<file path="src/hw/rtl/gtr_pkg.sv">
`timescale 1ns / 1ps
// ---------------------------------------------------------------------------
// gtr_pkg: shared types and text constants for the glob-to-regex translator
// Holds the channel payload types, the job word passed from front to back,
// the segment codes and the fixed regex fragments that the back end emits.
// ---------------------------------------------------------------------------
package gtr_pkg;

   typedef struct packed {
      logic [7:0] symbol;
      logic       end_of_pattern;
   } req_type;

   typedef struct packed {
      logic [7:0] out_char;
      logic       last;
   } rsp_type;

   typedef struct packed {
      logic match_dir_entries;
      logic match_all_children;
   } cfg_type;

   // Segment codes double as bit positions in the job mask; the back end
   // emits segments in ascending order.
   typedef enum logic [3:0] {
      SEG_STAR      = 4'd0,
      SEG_DSTAR     = 4'd1,
      SEG_ESC       = 4'd2,
      SEG_SYM       = 4'd3,
      SEG_DIR_SLASH = 4'd4,
      SEG_DIR_OTHER = 4'd5,
      SEG_ALL_SLASH = 4'd6,
      SEG_ALL_OTHER = 4'd7,
      SEG_NUL       = 4'd8
   } seg_type;

   localparam int SEG_COUNT = 9;

   typedef logic [SEG_COUNT-1:0] seg_mask_type;
   typedef logic [3:0]           seg_pos_type;

   typedef struct packed {
      seg_mask_type mask;
      logic [7:0]   symbol;
   } job_type;

   localparam int CSR_DIR_ENTRIES  = 0;
   localparam int CSR_ALL_CHILDREN = 1;

   localparam logic [7:0] CHAR_STAR  = 8'h2a;
   localparam logic [7:0] CHAR_SLASH = 8'h2f;
   localparam logic [7:0] CHAR_BSL   = 8'h5c;
   localparam logic [7:0] CHAR_NUL   = 8'h00;

   localparam int STAR_LEN      = 5;
   localparam int DSTAR_LEN     = 2;
   localparam int DIR_SLASH_LEN = 8;
   localparam int DIR_OTHER_LEN = 12;
   localparam int ALL_OTHER_LEN = 6;

   localparam logic [8*STAR_LEN-1:0]      STAR_TXT      = "[^/]*";
   localparam logic [8*DSTAR_LEN-1:0]     DSTAR_TXT     = ".*";
   localparam logic [8*DIR_SLASH_LEN-1:0] DIR_SLASH_TXT = "[^\\/]*/?";
   localparam logic [8*DIR_OTHER_LEN-1:0] DIR_OTHER_TXT = "(/[^\\/]*)?/?";
   localparam logic [8*ALL_OTHER_LEN-1:0] ALL_OTHER_TXT = "(/.*)?";

   function automatic logic is_meta(input logic [7:0] c);
      is_meta = (c == 8'h5c) || (c == 8'h2e) || (c == 8'h5e) || (c == 8'h24) ||
                (c == 8'h5b) || (c == 8'h5d) || (c == 8'h28) || (c == 8'h29) ||
                (c == 8'h7b) || (c == 8'h7d) || (c == 8'h2b) || (c == 8'h3f) ||
                (c == 8'h7c);
   endfunction

   function automatic seg_pos_type seg_len(input seg_type seg);
      unique case (seg)
         SEG_STAR:      seg_len = seg_pos_type'(STAR_LEN);
         SEG_DSTAR:     seg_len = seg_pos_type'(DSTAR_LEN);
         SEG_DIR_SLASH: seg_len = seg_pos_type'(DIR_SLASH_LEN);
         SEG_DIR_OTHER: seg_len = seg_pos_type'(DIR_OTHER_LEN);
         SEG_ALL_SLASH: seg_len = seg_pos_type'(DSTAR_LEN);
         SEG_ALL_OTHER: seg_len = seg_pos_type'(ALL_OTHER_LEN);
         default:       seg_len = seg_pos_type'(1);
      endcase
   endfunction

   // Byte at position pos (from the left) of a segment.
   function automatic logic [7:0] seg_byte(input seg_type seg, input seg_pos_type pos,
                                           input logic [7:0] symbol);
      unique case (seg)
         SEG_STAR:      seg_byte = STAR_TXT[8*(STAR_LEN-1-int'(pos)) +: 8];
         SEG_DSTAR:     seg_byte = DSTAR_TXT[8*(DSTAR_LEN-1-int'(pos)) +: 8];
         SEG_ESC:       seg_byte = CHAR_BSL;
         SEG_SYM:       seg_byte = symbol;
         SEG_DIR_SLASH: seg_byte = DIR_SLASH_TXT[8*(DIR_SLASH_LEN-1-int'(pos)) +: 8];
         SEG_DIR_OTHER: seg_byte = DIR_OTHER_TXT[8*(DIR_OTHER_LEN-1-int'(pos)) +: 8];
         SEG_ALL_SLASH: seg_byte = DSTAR_TXT[8*(DSTAR_LEN-1-int'(pos)) +: 8];
         SEG_ALL_OTHER: seg_byte = ALL_OTHER_TXT[8*(ALL_OTHER_LEN-1-int'(pos)) +: 8];
         default:       seg_byte = CHAR_NUL;
      endcase
   endfunction

endpackage

</file>
<file path="src/hw/rtl/gtr_front.sv">
`timescale 1ns / 1ps
// ---------------------------------------------------------------------------
// gtr_front: pattern byte classifier
// Accepts glob bytes, tracks the held star and whether the output so far ends
// in a slash, and turns each byte into a job mask of regex segments.
// ---------------------------------------------------------------------------
module gtr_front (
   input  logic            clock,
   input  logic            reset,
   input  logic            req_valid,
   output logic            req_stall,
   input  gtr_pkg::req_type req_data,
   input  gtr_pkg::cfg_type cfg,
   input  logic            queue_full,
   output logic            push_valid,
   output gtr_pkg::job_type push_job
);

   logic star_held_ff, star_held_in;
   logic slash_ff, slash_in;
   logic accept;
   logic is_end;
   logic slash_now;
   logic slash_after_dir;
   gtr_pkg::seg_mask_type mask;

   assign req_stall = queue_full;
   assign accept    = req_valid && !queue_full;
   assign is_end    = req_data.end_of_pattern || (req_data.symbol == gtr_pkg::CHAR_NUL);

   always_comb begin
      mask            = '0;
      star_held_in    = star_held_ff;
      slash_in        = slash_ff;
      slash_now       = star_held_ff ? 1'b0 : slash_ff;
      slash_after_dir = cfg.match_dir_entries ? 1'b0 : slash_now;
      if (is_end) begin
         mask[gtr_pkg::SEG_STAR] = star_held_ff;
         if (cfg.match_dir_entries) begin
            mask[gtr_pkg::SEG_DIR_SLASH] = slash_now;
            mask[gtr_pkg::SEG_DIR_OTHER] = !slash_now;
         end
         if (cfg.match_all_children) begin
            mask[gtr_pkg::SEG_ALL_SLASH] = slash_after_dir;
            mask[gtr_pkg::SEG_ALL_OTHER] = !slash_after_dir;
         end
         mask[gtr_pkg::SEG_NUL] = 1'b1;
         star_held_in = 1'b0;
         slash_in     = 1'b0;
      end else if (star_held_ff && req_data.symbol == gtr_pkg::CHAR_STAR) begin
         mask[gtr_pkg::SEG_DSTAR] = 1'b1;
         star_held_in = 1'b0;
         slash_in     = 1'b0;
      end else if (req_data.symbol == gtr_pkg::CHAR_STAR) begin
         // A lone star waits for the next byte before it can be expanded.
         star_held_in = 1'b1;
      end else begin
         mask[gtr_pkg::SEG_STAR] = star_held_ff;
         mask[gtr_pkg::SEG_ESC]  = gtr_pkg::is_meta(req_data.symbol);
         mask[gtr_pkg::SEG_SYM]  = 1'b1;
         star_held_in = 1'b0;
         slash_in     = (req_data.symbol == gtr_pkg::CHAR_SLASH);
      end
   end

   assign push_valid      = accept && (mask != '0);
   assign push_job.mask   = mask;
   assign push_job.symbol = req_data.symbol;

   always_ff @(posedge clock) begin
      if (reset) begin
         star_held_ff <= 1'b0;
         slash_ff     <= 1'b0;
      end else if (accept) begin
         star_held_ff <= star_held_in;
         slash_ff     <= slash_in;
      end
   end

endmodule

</file>
<file path="src/hw/rtl/gtr_queue.sv">
`timescale 1ns / 1ps
// ---------------------------------------------------------------------------
// gtr_queue: job queue between classifier and emitter
// A small first-in first-out buffer of job words with a registered count.
// ---------------------------------------------------------------------------
module gtr_queue #(
   parameter int DEPTH = 4
) (
   input  logic             clock,
   input  logic             reset,
   input  logic             push_valid,
   input  gtr_pkg::job_type push_job,
   output logic             full,
   output logic             pop_ready,
   input  logic             pop,
   output gtr_pkg::job_type pop_job
);

   localparam int PTR_W = (DEPTH > 1) ? $clog2(DEPTH) : 1;
   localparam int CNT_W = $clog2(DEPTH + 1);

   gtr_pkg::job_type store_ff [DEPTH];
   logic [PTR_W-1:0] wr_ptr_ff, wr_ptr_in;
   logic [PTR_W-1:0] rd_ptr_ff, rd_ptr_in;
   logic [CNT_W-1:0] count_ff, count_in;
   logic             do_push, do_pop;

   assign full      = (count_ff == CNT_W'(DEPTH));
   assign pop_ready = (count_ff != '0);
   assign pop_job   = store_ff[rd_ptr_ff];
   assign do_push   = push_valid && !full;
   assign do_pop    = pop && pop_ready;

   always_comb begin
      wr_ptr_in = wr_ptr_ff;
      rd_ptr_in = rd_ptr_ff;
      count_in  = count_ff;
      if (do_push) begin
         wr_ptr_in = (wr_ptr_ff == PTR_W'(DEPTH - 1)) ? '0 : wr_ptr_ff + 1'b1;
      end
      if (do_pop) begin
         rd_ptr_in = (rd_ptr_ff == PTR_W'(DEPTH - 1)) ? '0 : rd_ptr_ff + 1'b1;
      end
      if (do_push && !do_pop) begin
         count_in = count_ff + 1'b1;
      end else if (do_pop && !do_push) begin
         count_in = count_ff - 1'b1;
      end
   end

   always_ff @(posedge clock) begin
      if (reset) begin
         wr_ptr_ff <= '0;
         rd_ptr_ff <= '0;
         count_ff  <= '0;
      end else begin
         wr_ptr_ff <= wr_ptr_in;
         rd_ptr_ff <= rd_ptr_in;
         count_ff  <= count_in;
      end
   end

   always_ff @(posedge clock) begin
      if (do_push) begin
         store_ff[wr_ptr_ff] <= push_job;
      end
   end

endmodule

</file>
<file path="src/hw/rtl/gtr_back.sv">
`timescale 1ns / 1ps
// ---------------------------------------------------------------------------
// gtr_back: regex byte emitter
// Walks the segments of the current job one byte per cycle while the output
// is not stalled, and drives the registered result word.
// ---------------------------------------------------------------------------
module gtr_back (
   input  logic             clock,
   input  logic             reset,
   input  logic             job_ready,
   input  gtr_pkg::job_type job_head,
   output logic             job_pop,
   output logic             rsp_valid,
   input  logic             rsp_stall,
   output gtr_pkg::rsp_type rsp_data
);

   gtr_pkg::seg_mask_type mask_ff, mask_in, mask_rest;
   logic [7:0]            symbol_ff, symbol_in;
   gtr_pkg::seg_pos_type  pos_ff, pos_in;
   logic                  rsp_valid_ff, rsp_valid_in;
   gtr_pkg::rsp_type      rsp_data_ff, rsp_data_in;
   gtr_pkg::seg_type      cur_seg;
   logic                  advance;
   logic                  seg_done;

   // Lowest set bit of the mask is the segment being emitted.
   always_comb begin
      cur_seg = gtr_pkg::SEG_NUL;
      for (int i = gtr_pkg::SEG_COUNT - 1; i >= 0; i--) begin
         if (mask_ff[i]) begin
            cur_seg = gtr_pkg::seg_type'(4'(i));
         end
      end
   end

   assign advance  = (mask_ff != '0) && (!rsp_valid_ff || !rsp_stall);
   assign seg_done = advance && (pos_ff == gtr_pkg::seg_len(cur_seg) - 1'b1);

   always_comb begin
      mask_rest = mask_ff;
      if (seg_done) begin
         mask_rest[cur_seg] = 1'b0;
      end
      job_pop   = (mask_rest == '0) && job_ready;
      mask_in   = mask_rest;
      symbol_in = symbol_ff;
      pos_in    = pos_ff;
      if (seg_done) begin
         pos_in = '0;
      end else if (advance) begin
         pos_in = pos_ff + 1'b1;
      end
      if (job_pop) begin
         mask_in   = job_head.mask;
         symbol_in = job_head.symbol;
         pos_in    = '0;
      end

      rsp_valid_in = rsp_valid_ff;
      rsp_data_in  = rsp_data_ff;
      if (advance) begin
         rsp_valid_in         = 1'b1;
         rsp_data_in.out_char = gtr_pkg::seg_byte(cur_seg, pos_ff, symbol_ff);
         rsp_data_in.last     = (cur_seg == gtr_pkg::SEG_NUL);
      end else if (!rsp_stall) begin
         rsp_valid_in = 1'b0;
      end
   end

   always_ff @(posedge clock) begin
      if (reset) begin
         mask_ff      <= '0;
         pos_ff       <= '0;
         rsp_valid_ff <= 1'b0;
      end else begin
         mask_ff      <= mask_in;
         pos_ff       <= pos_in;
         rsp_valid_ff <= rsp_valid_in;
      end
   end

   always_ff @(posedge clock) begin
      symbol_ff   <= symbol_in;
      rsp_data_ff <= rsp_data_in;
   end

   assign rsp_valid = rsp_valid_ff;
   assign rsp_data  = rsp_data_ff;

endmodule

</file>
<file path="src/hw/rtl/glob_to_regex_translator_unit.sv">
`timescale 1ns / 1ps
// ---------------------------------------------------------------------------
// glob_to_regex_translator_unit: glob pattern to regex text translator
// Translates a glob pattern byte stream into regex text, one byte per word,
// ending each pattern with a NUL word flagged as last.
//
//   Channel  Direction  Handshake          Word
//   req_     in         valid / stall      one glob byte or end marker
//   rsp_     out        valid / stall      one regex byte, last on NUL
//   csr_     in         valid / ready      register index and data
//
// The output emits one byte per cycle while not stalled; an input byte that
// expands to N regex bytes occupies the emitter until all N are out. The input takes
// one byte per cycle until the job queue (QUEUE_DEPTH entries) fills.
// Reset is synchronous and clears the star flag, the queue and the output.
// A stalled output holds its word while the queue keeps absorbing input until it fills.
// ---------------------------------------------------------------------------
module glob_to_regex_translator_unit #(
   parameter int QUEUE_DEPTH = 4
) (
   input  logic             clock,
   input  logic             reset,
   input  logic             req_valid,
   output logic             req_stall,
   input  gtr_pkg::req_type req_data,
   output logic             rsp_valid,
   input  logic             rsp_stall,
   output gtr_pkg::rsp_type rsp_data,
   input  logic             csr_valid,
   output logic             csr_ready,
   input  logic             csr_index,
   input  logic             csr_data
);

   gtr_pkg::cfg_type cfg_ff, cfg_in;
   logic             queue_full;
   logic             push_valid;
   gtr_pkg::job_type push_job;
   logic             job_ready;
   logic             job_pop;
   gtr_pkg::job_type job_head;

   assign csr_ready = 1'b1;

   always_comb begin
      cfg_in = cfg_ff;
      if (csr_valid) begin
         if (csr_index == 1'(gtr_pkg::CSR_DIR_ENTRIES)) begin
            cfg_in.match_dir_entries = csr_data;
         end else begin
            cfg_in.match_all_children = csr_data;
         end
      end
   end

   always_ff @(posedge clock) begin
      if (reset) begin
         cfg_ff <= '0;
      end else begin
         cfg_ff <= cfg_in;
      end
   end

   gtr_front u_front (
      .clock      (clock),
      .reset      (reset),
      .req_valid  (req_valid),
      .req_stall  (req_stall),
      .req_data   (req_data),
      .cfg        (cfg_ff),
      .queue_full (queue_full),
      .push_valid (push_valid),
      .push_job   (push_job)
   );

   gtr_queue #(
      .DEPTH (QUEUE_DEPTH)
   ) u_queue (
      .clock      (clock),
      .reset      (reset),
      .push_valid (push_valid),
      .push_job   (push_job),
      .full       (queue_full),
      .pop_ready  (job_ready),
      .pop        (job_pop),
      .pop_job    (job_head)
   );

   gtr_back u_back (
      .clock     (clock),
      .reset     (reset),
      .job_ready (job_ready),
      .job_head  (job_head),
      .job_pop   (job_pop),
      .rsp_valid (rsp_valid),
      .rsp_stall (rsp_stall),
      .rsp_data  (rsp_data)
   );

endmodule
</file>
<file path="config.mk">
export PLATFORM = sky130hd
export DESIGN_NAME = glob_to_regex_translator_unit
export DESIGN_NICKNAME = d
export VERILOG_FILES = /design/src/hw/rtl/gtr_pkg.sv /design/src/hw/rtl/gtr_front.sv /design/src/hw/rtl/gtr_queue.sv /design/src/hw/rtl/gtr_back.sv /design/src/hw/rtl/glob_to_regex_translator_unit.sv
export SDC_FILE = /design/constraint.sdc
export NUM_CORES = 1
export LEC_CHECK = 0
export ABC_CLOCK_PERIOD_IN_PS = 5700
export BUFFER_PORTS_ARGS = -buffer_cell sky130_fd_sc_hd__buf_2
export CAP_MARGIN = 20
export CELL_PAD_IN_SITES_DETAIL_PLACEMENT = 0
export CELL_PAD_IN_SITES_GLOBAL_PLACEMENT = 2
export CORE_MARGIN = 1.5
export CORE_UTILIZATION = 40
export CTS_BUF_LIST = sky130_fd_sc_hd__clkbuf_4 sky130_fd_sc_hd__clkbuf_8
export DETAILED_ROUTE_END_ITERATION = 7
export GPL_TIMING_DRIVEN = 0
export HOLD_SLACK_MARGIN = 0.03
export PLACE_DENSITY_LB_ADDON = 0.12
export REMOVE_ABC_BUFFERS = 1
export SETUP_SLACK_MARGIN = 0.1
export SLEW_MARGIN = 0
export SYNTH_ARGS = -nofsm -noshare
export SYNTH_HDL_FRONTEND = slang
export SYNTH_SLANG_ARGS = --single-unit
export TNS_END_PERCENT = 10
</file>
<file path="constraint.sdc">
create_clock -name clock -period 5.7 [get_ports clock]
set_input_delay 0 -clock clock [delete_from_list [all_inputs] [get_ports clock]]
set_output_delay 0 -clock clock [all_outputs]
set_load 0.1 [all_outputs]
</file>
# == After elaboration in Yosys (flattened, before gate mapping) ==
# Memories as Yosys holds them, arrays and structs flattened. A register that Yosys moved wholly into a read port is not among the register bits.
# Index checks and enable logic that the tools add are counted.
# word_totals
register_bits,42
latchBits,0
ramBits,68
mem_bits_ro,0
in_bits,16
mem_count,1
# op_classes
addsub,11
multipliers,0
div_mod_pow,0
order_cmp,2
n_eq_ne,29
shift,5
n_mux,42
bitwise,3
n_reduce_logical,44
# mem_list
name,depth,width,rd,rd_ports_with_merged_regs,wr,line_no,rtl
u_queue.store_ff,4,17,1,1,1,gtr_queue.sv:22,gtr_pkg::job_type store_ff [DEPTH];
# op_table
op,n
$shiftx A96 B32 Y8 const A,1
$eq A8 B6 Y1 const B,8
$shiftx A64 B32 Y8 const A,1
$eq A8 B7 Y1 const B,7
$pmux W8 S7,1
$shiftx A48 B32 Y8 const A,1
$shiftx A40 B32 Y8 const A,1
$mux W4,8
$shiftx A16 B32 Y8 const A,1
$pmux W4 S5,1
$mux W9,2
$reduce_bool A9 Y1,2
$mux W1,17
$eq A4 B3 Y1 const B,4
$mux W2,8
$sub A3 B4 Y5 const A,3
$logic_or A1 B1 Y1,14
$logic_and A1 B1 Y1,11
$and A9 B9 Y9,1
$logic_not A9 Y1,1
$mux W3,3
$not A9 Y9,1
$eq A4 B2 Y1 const B,2
$logic_not A8 Y1,1
26 further kinds,36

# == Depth between registers and ports, before layout ==
# logic_depth
ltp_word,23
ltp_mapped,19
depth_no_buf,16

# == By module ==
# Synthesis repeated with hierarchy kept, for this count alone.
# hier_totals
hier_cells,469
area_unflattened_um2,5710.5
# by_module_without_submodules
mod,instances,cells_per_inst,area_per_inst_um2
gtr_queue,1,139,2957.8
gtr_back,1,256,2224.6
gtr_front,1,63,424.2
glob_to_regex_translator_unit,1,11,103.8

# == Least setup slack after synthesis ==
# No wires, ideal clock.
# synth_path
kind,register to register
startpoint,register u_back.mask_ff[1]
endpoint,register u_queue.count_ff[2]
setup_time_ns,0.071
arrival_ns,4.647
slack_ns,0.982
stages_incl_launch_ff,20
n_path_buf,3
synth_period_minus_slack_ns,4.718
path_cell_list,dfxtp_1 -> buf_6 -> or4_4 -> buf_6 -> nor4_2 -> o21bai_1 -> ha_1 -> xnor2_1 -> a21oi_1 -> mux2i_1 -> clkbuf_1 -> o41ai_1 -> nand4_1 -> nor3_4 -> inv_4 -> ha_1 -> fa_1 -> xnor2_1 -> or3_1 -> a21oi_1
# synth_between
elab_chain_len,15
word_cells_on_any_way,31
classes_between,add/sub (1); order compare (2); eq/ne (6); mux (7); bitwise (2); reduce/logical (13)
# synth_lines
item,line_no,rtl
start: declaration,gtr_back.sv:18,"gtr_pkg::seg_mask_type mask_ff, mask_in, mask_rest;"
start signal: assignment,gtr_back.sv:77,mask_ff <= mask_in;
$mux W4 (2 in series),gtr_back.sv:31,if (mask_ff[i]) begin
$eq A4 B1 Y1 (tied with other cells),gtr_pkg.sv:76,unique case (seg)
$reduce_or A2 Y1 (no line) or $logic_and A1 B1 Y1 (tied branches),--,
$pmux W4 S5 or $mux W1 (tied branches),"gtr_pkg.sv:76, gtr_back.sv:43",
$sub A4 B1 Y4 or $demux W1 S4 (tied branches),--,
$eq A4 B4 Y1 or $not A9 Y9 (tied branches),--,
$logic_and A1 B1 Y1 or $and A9 B9 Y9 (tied branches),--,
$mux W9 *,gtr_back.sv:42,if (seg_done) begin
$logic_not A9 Y1 *,gtr_back.sv:45,job_pop = (mask_rest == '0) && job_ready;
$logic_and A1 B1 Y1 *,gtr_back.sv:45,
$logic_and A1 B1 Y1 *,gtr_queue.sv:32,assign do_pop = pop && pop_ready;
$logic_not A1 Y1,gtr_queue.sv:44,if (do_push && !do_pop) begin
$logic_and A1 B1 Y1,gtr_queue.sv:44,
$mux W3 or $reduce_bool A2 Y1 (tied branches),--,
end signal: assignment,gtr_queue.sv:59,count_ff <= count_in;
end: declaration,gtr_queue.sv:25,"logic [CNT_W-1:0] count_ff, count_in;"
# Every way passes the cells marked *; elsewhere a longest branch is shown, timed or not.
# A chain may end at the register's enable or synchronous reset.

# == Worst setup path after layout ==
# layout_path
startpoint,register u_back.mask_ff[0]
endpoint,register u_queue.count_ff[2]
# layout_between
elab_chain_len,14
word_cells_on_any_way,30
classes_between,add/sub (1); order compare (2); eq/ne (6); mux (6); bitwise (2); reduce/logical (13)
# layout_lines
item,line_no
$mux W4,gtr_back.sv:31
$eq A4 B1 Y1 (tied with other cells),gtr_pkg.sv:76
$reduce_or A2 Y1 (no line) or $logic_and A1 B1 Y1 (tied branches),--
$pmux W4 S5 or $mux W1 (tied branches),"gtr_pkg.sv:76, gtr_back.sv:43"
$sub A4 B1 Y4 or $demux W1 S4 (tied branches),--
$eq A4 B4 Y1 or $not A9 Y9 (tied branches),--
$logic_and A1 B1 Y1 or $and A9 B9 Y9 (tied branches),--
$mux W9 *,gtr_back.sv:42
$logic_not A9 Y1 *,gtr_back.sv:45
$logic_and A1 B1 Y1 *,gtr_back.sv:45
$logic_and A1 B1 Y1 *,gtr_queue.sv:32
$logic_not A1 Y1,gtr_queue.sv:44
$logic_and A1 B1 Y1,gtr_queue.sv:44
$mux W3 or $reduce_bool A2 Y1 (tied branches),--
# Marks and branches as above.

==> results.md <==
* Fill cell count at 1224
* Layout Skew at 0.0139 ns
* Distinct cells, synth at 73
* CP arrival at 5.54 ns
* Max Fclk at 191 MHz
* Post-Route WL at 11300 um
* WS Path Type: reg2reg
* Grt ovf at 0
* Hold path depth at 2
* Total power at 3.44 mW
* Clock sink total at 112
* Hold Vio Cnt, Final at 0
* Commonest cells in the netlist: 85 x edfxtp_1, 34 x nand2_1, 30 x nor2_1, 27 x a21oi_1, 27 x dfxtp_1
* Initial Utilization at 41.0%
* Top area cells in the synthesized netlist: edfxtp_1 47%, dfxtp_1 9.9%, mux4_2 7.0%
* Max-slew violations at 0
* Die footprint at 0.0143 mm2
* Largest net degree at the start of global routing at 24
* Synth Flop Type: edfxtp_1
* Area Growth Syn to Fin at 11.7%
* Area of the mapped netlist at 0.00545 mm2
* Core region area at 0.0133 mm2
* Power per Cell Area at 566 mW/mm2
* CP Data Required Time at 6.01 ns
* Via density at 5.47
* Max VDD drop at 0.205 mV
* Clk pwr share at 14.5%
* Die Ht at 120 um
* # IOs at 28
* Status: complete, no violations
* Seq cells post-synth at 112
* Drt pass-1 iters at 4
* Clock latency on the worst-skew pair at 0.39 ns
* Antenna Cells at 0
* Max-Cap Viols at 0
* Crit-path max FO at 13
* CTS tree: done
* RSZ-0062 raised after global routing: no
* Syn. warnings at 0
* Initial antenna violation count at 0
* Comb power frac at 49.4%
* Final nets at 505
* Tightest Pin Transition at 1.01 ns
* Switching part of the total at 45.4%
* Worst hold-check path type: in2reg
* Die width at 120 um
* Post-synthesis instance total at 437
* # setup viols final at 0
* Total leakage power at 2.15 nW
* Async S/R FF share, synth at 0%
* Final min period at 5.23 ns
* Via count at 3565
* Root Buffer: clkbuf_8
* Worst Setup End Kind: register
* H-tree levels at 3
* Routed WL per cell at 17.4 um
* Global-route wire length before repair at 18900 um
* GRT Total Usage at 17.1%
* DRT iter0 DRCs at 143
* Seq pwr share at 36.0%
* Total CTS buffers at 9
* Post-synth top area share at 46.8%
* Routability cong. at 0.772
* Resize count post-CTS at 0
* Reg2reg path depth at 16
* Post-synth EDFFs at 85
* Setup tns final at 0 ns
* Longest Clk Path Bufs at 2
* Syn Area/Cell at 12.5 um2
* Pint at 1.88 mW
* Fin crit share at 91.8%
* Pre-CTS WS at 0.124 ns
* CP startpoint kind: register
* Clock Pin Slew Worst Setup and Hold Paths at 0.10 ns
* Post-route ant nets at 0
* Row count at 42
* DRC at 0
* Final setup margin at 0.466 ns
* Number of global-route vias before repair at 3623
* Total net switching power at 1.56 mW
* Yosys top cell by area: edfxtp_1
* DPL Wire Length at 7620 um
* Max transition margin at 30.4%
* PortBufs at 26
* Count leader, synth: edfxtp_1
* Register area share after synthesis at 56.7%
* Share of layout cells above drive strength 1 at 17.6%
area by class of cell:
| type | count | area [um2] | share of cell area (%) |
|---|---|---|---|
| sequential | 112 | 3090 | 50.8 |
| multi-input combinational | 285 | 2180 | 35.8 |
| timing repair buffer | 42 | 305 | 5.01 |
| tap | 176 | 220 | 3.62 |
| clock buffer | 10 | 131 | 2.16 |
| inverter | 21 | 81.3 | 1.34 |
| clock inverter | 6 | 80.1 | 1.31 |
stage by stage:
stage	cells	area [um2]	utilization, %	hold WS [ns]
floorplan	418	5350	-	0.0691
global placement	620	5700	42.9	0.256
detailed placement	621	5730	43.1	0.264
CTS	652	6090	45.8	0.0345
global route	652	6090	45.8	0.0583
finish	652	6090	45.8	0.0440
placed cells by master (no fill, tap or decap), types with 5 or more instances in the layout:
master and n:
and2_1 6, o21ai_0 16, inv_1 18, dlygate4sd3_1 14
nand3_1 10, o31ai_1 7, ha_1 17, buf_2 26
nand4_1 5, nand2b_1 6, nor3_1 15, nor4_1 6
mux4_2 17, a21oi_1 26, xnor2_1 6, mux2i_1 5
edfxtp_1 85, clkbuf_8 9, o22ai_1 8, nor2_1 30
dfxtp_1 27, nand2_1 34, xor2_1 8
critical path, stage by stage (launching register included):
cell and delay, ns:
dfxtp_1 0.47, or4_4 0.64, nor4_2 0.33, o21bai_1 0.12, ha_1 0.22, xnor2_1 0.19
a21oi_1 0.20, mux2i_1 0.33, o41ai_1 0.75, nand4_1 0.30, nor3_4 0.30, inv_4 0.10
ha_1 0.23, fa_1 0.38, xnor2_1 0.14, or3_1 0.31, a21oi_1 0.15
path summary, 6_finish.rpt:
path | from | slack (ns) | endpoint
setup / recovery | u_back.mask_ff[0] | 0.47 | u_queue.count_ff[2]
hold / removal | reset | 0.04 | u_queue.count_ff[1]
setup reg to reg | u_back.mask_ff[0] | 0.47 | u_queue.count_ff[2]
hold reg to reg | u_front.slash_ff | 0.51 | u_front.slash_ff
sequential cells by signal, summed over array words and instances, names as in the netlist, named ones only:
register              flops
u_queue.store_ff         68
u_back.mask_ff            9
u_back.rsp_data           9
u_back.symbol_ff          8
u_back.pos_ff             4
u_queue.count_ff          3
cfg_ff                    2
u_queue.rd_ptr_ff         2
u_queue.wr_ptr_ff         2
u_back.rsp_valid          1
u_front.slash_ff          1
u_front.star_held_ff      1
cell families after synthesis:
group | synth area share [%]
simple gates | 12.9
flops | 56.7
compound gates | 12.1
buf+inv | 3.37
mux | 8.15
fa+ha+maj | 4.45
xor+xnor | 2.25
other cells | 0.0688
layer usage:
layer  part of all wire (%)  global-route usage, %  vias to the layer above
li1                       -                      -                     1739
met1                     48                   22.9                     1759
met2                     48                   28.0                       57
met3                    3.1                   2.57                       10
met4                    1.4                   7.14                        0
met5                      0                      0                        -
power by group through the flow:
stage	clock network, mW	registers (mW)	logic (mW)
after global routing	0.544	1.27	1.86
after floorplan	0	1.49	1.06
final	0.501	1.24	1.70
after detailed placement	0	1.26	1.69
after CTS	0.517	1.24	1.72
after global placement	0	1.27	1.67
repair_timing:
action                                 4_1_cts  5_1_grt
hold buffers                                14        0
setup endpoints to repair                    1        0
endpoints found under the hold margin       35        0
buffers inserted                             1        0
Power figures use the tool's default switching activity.
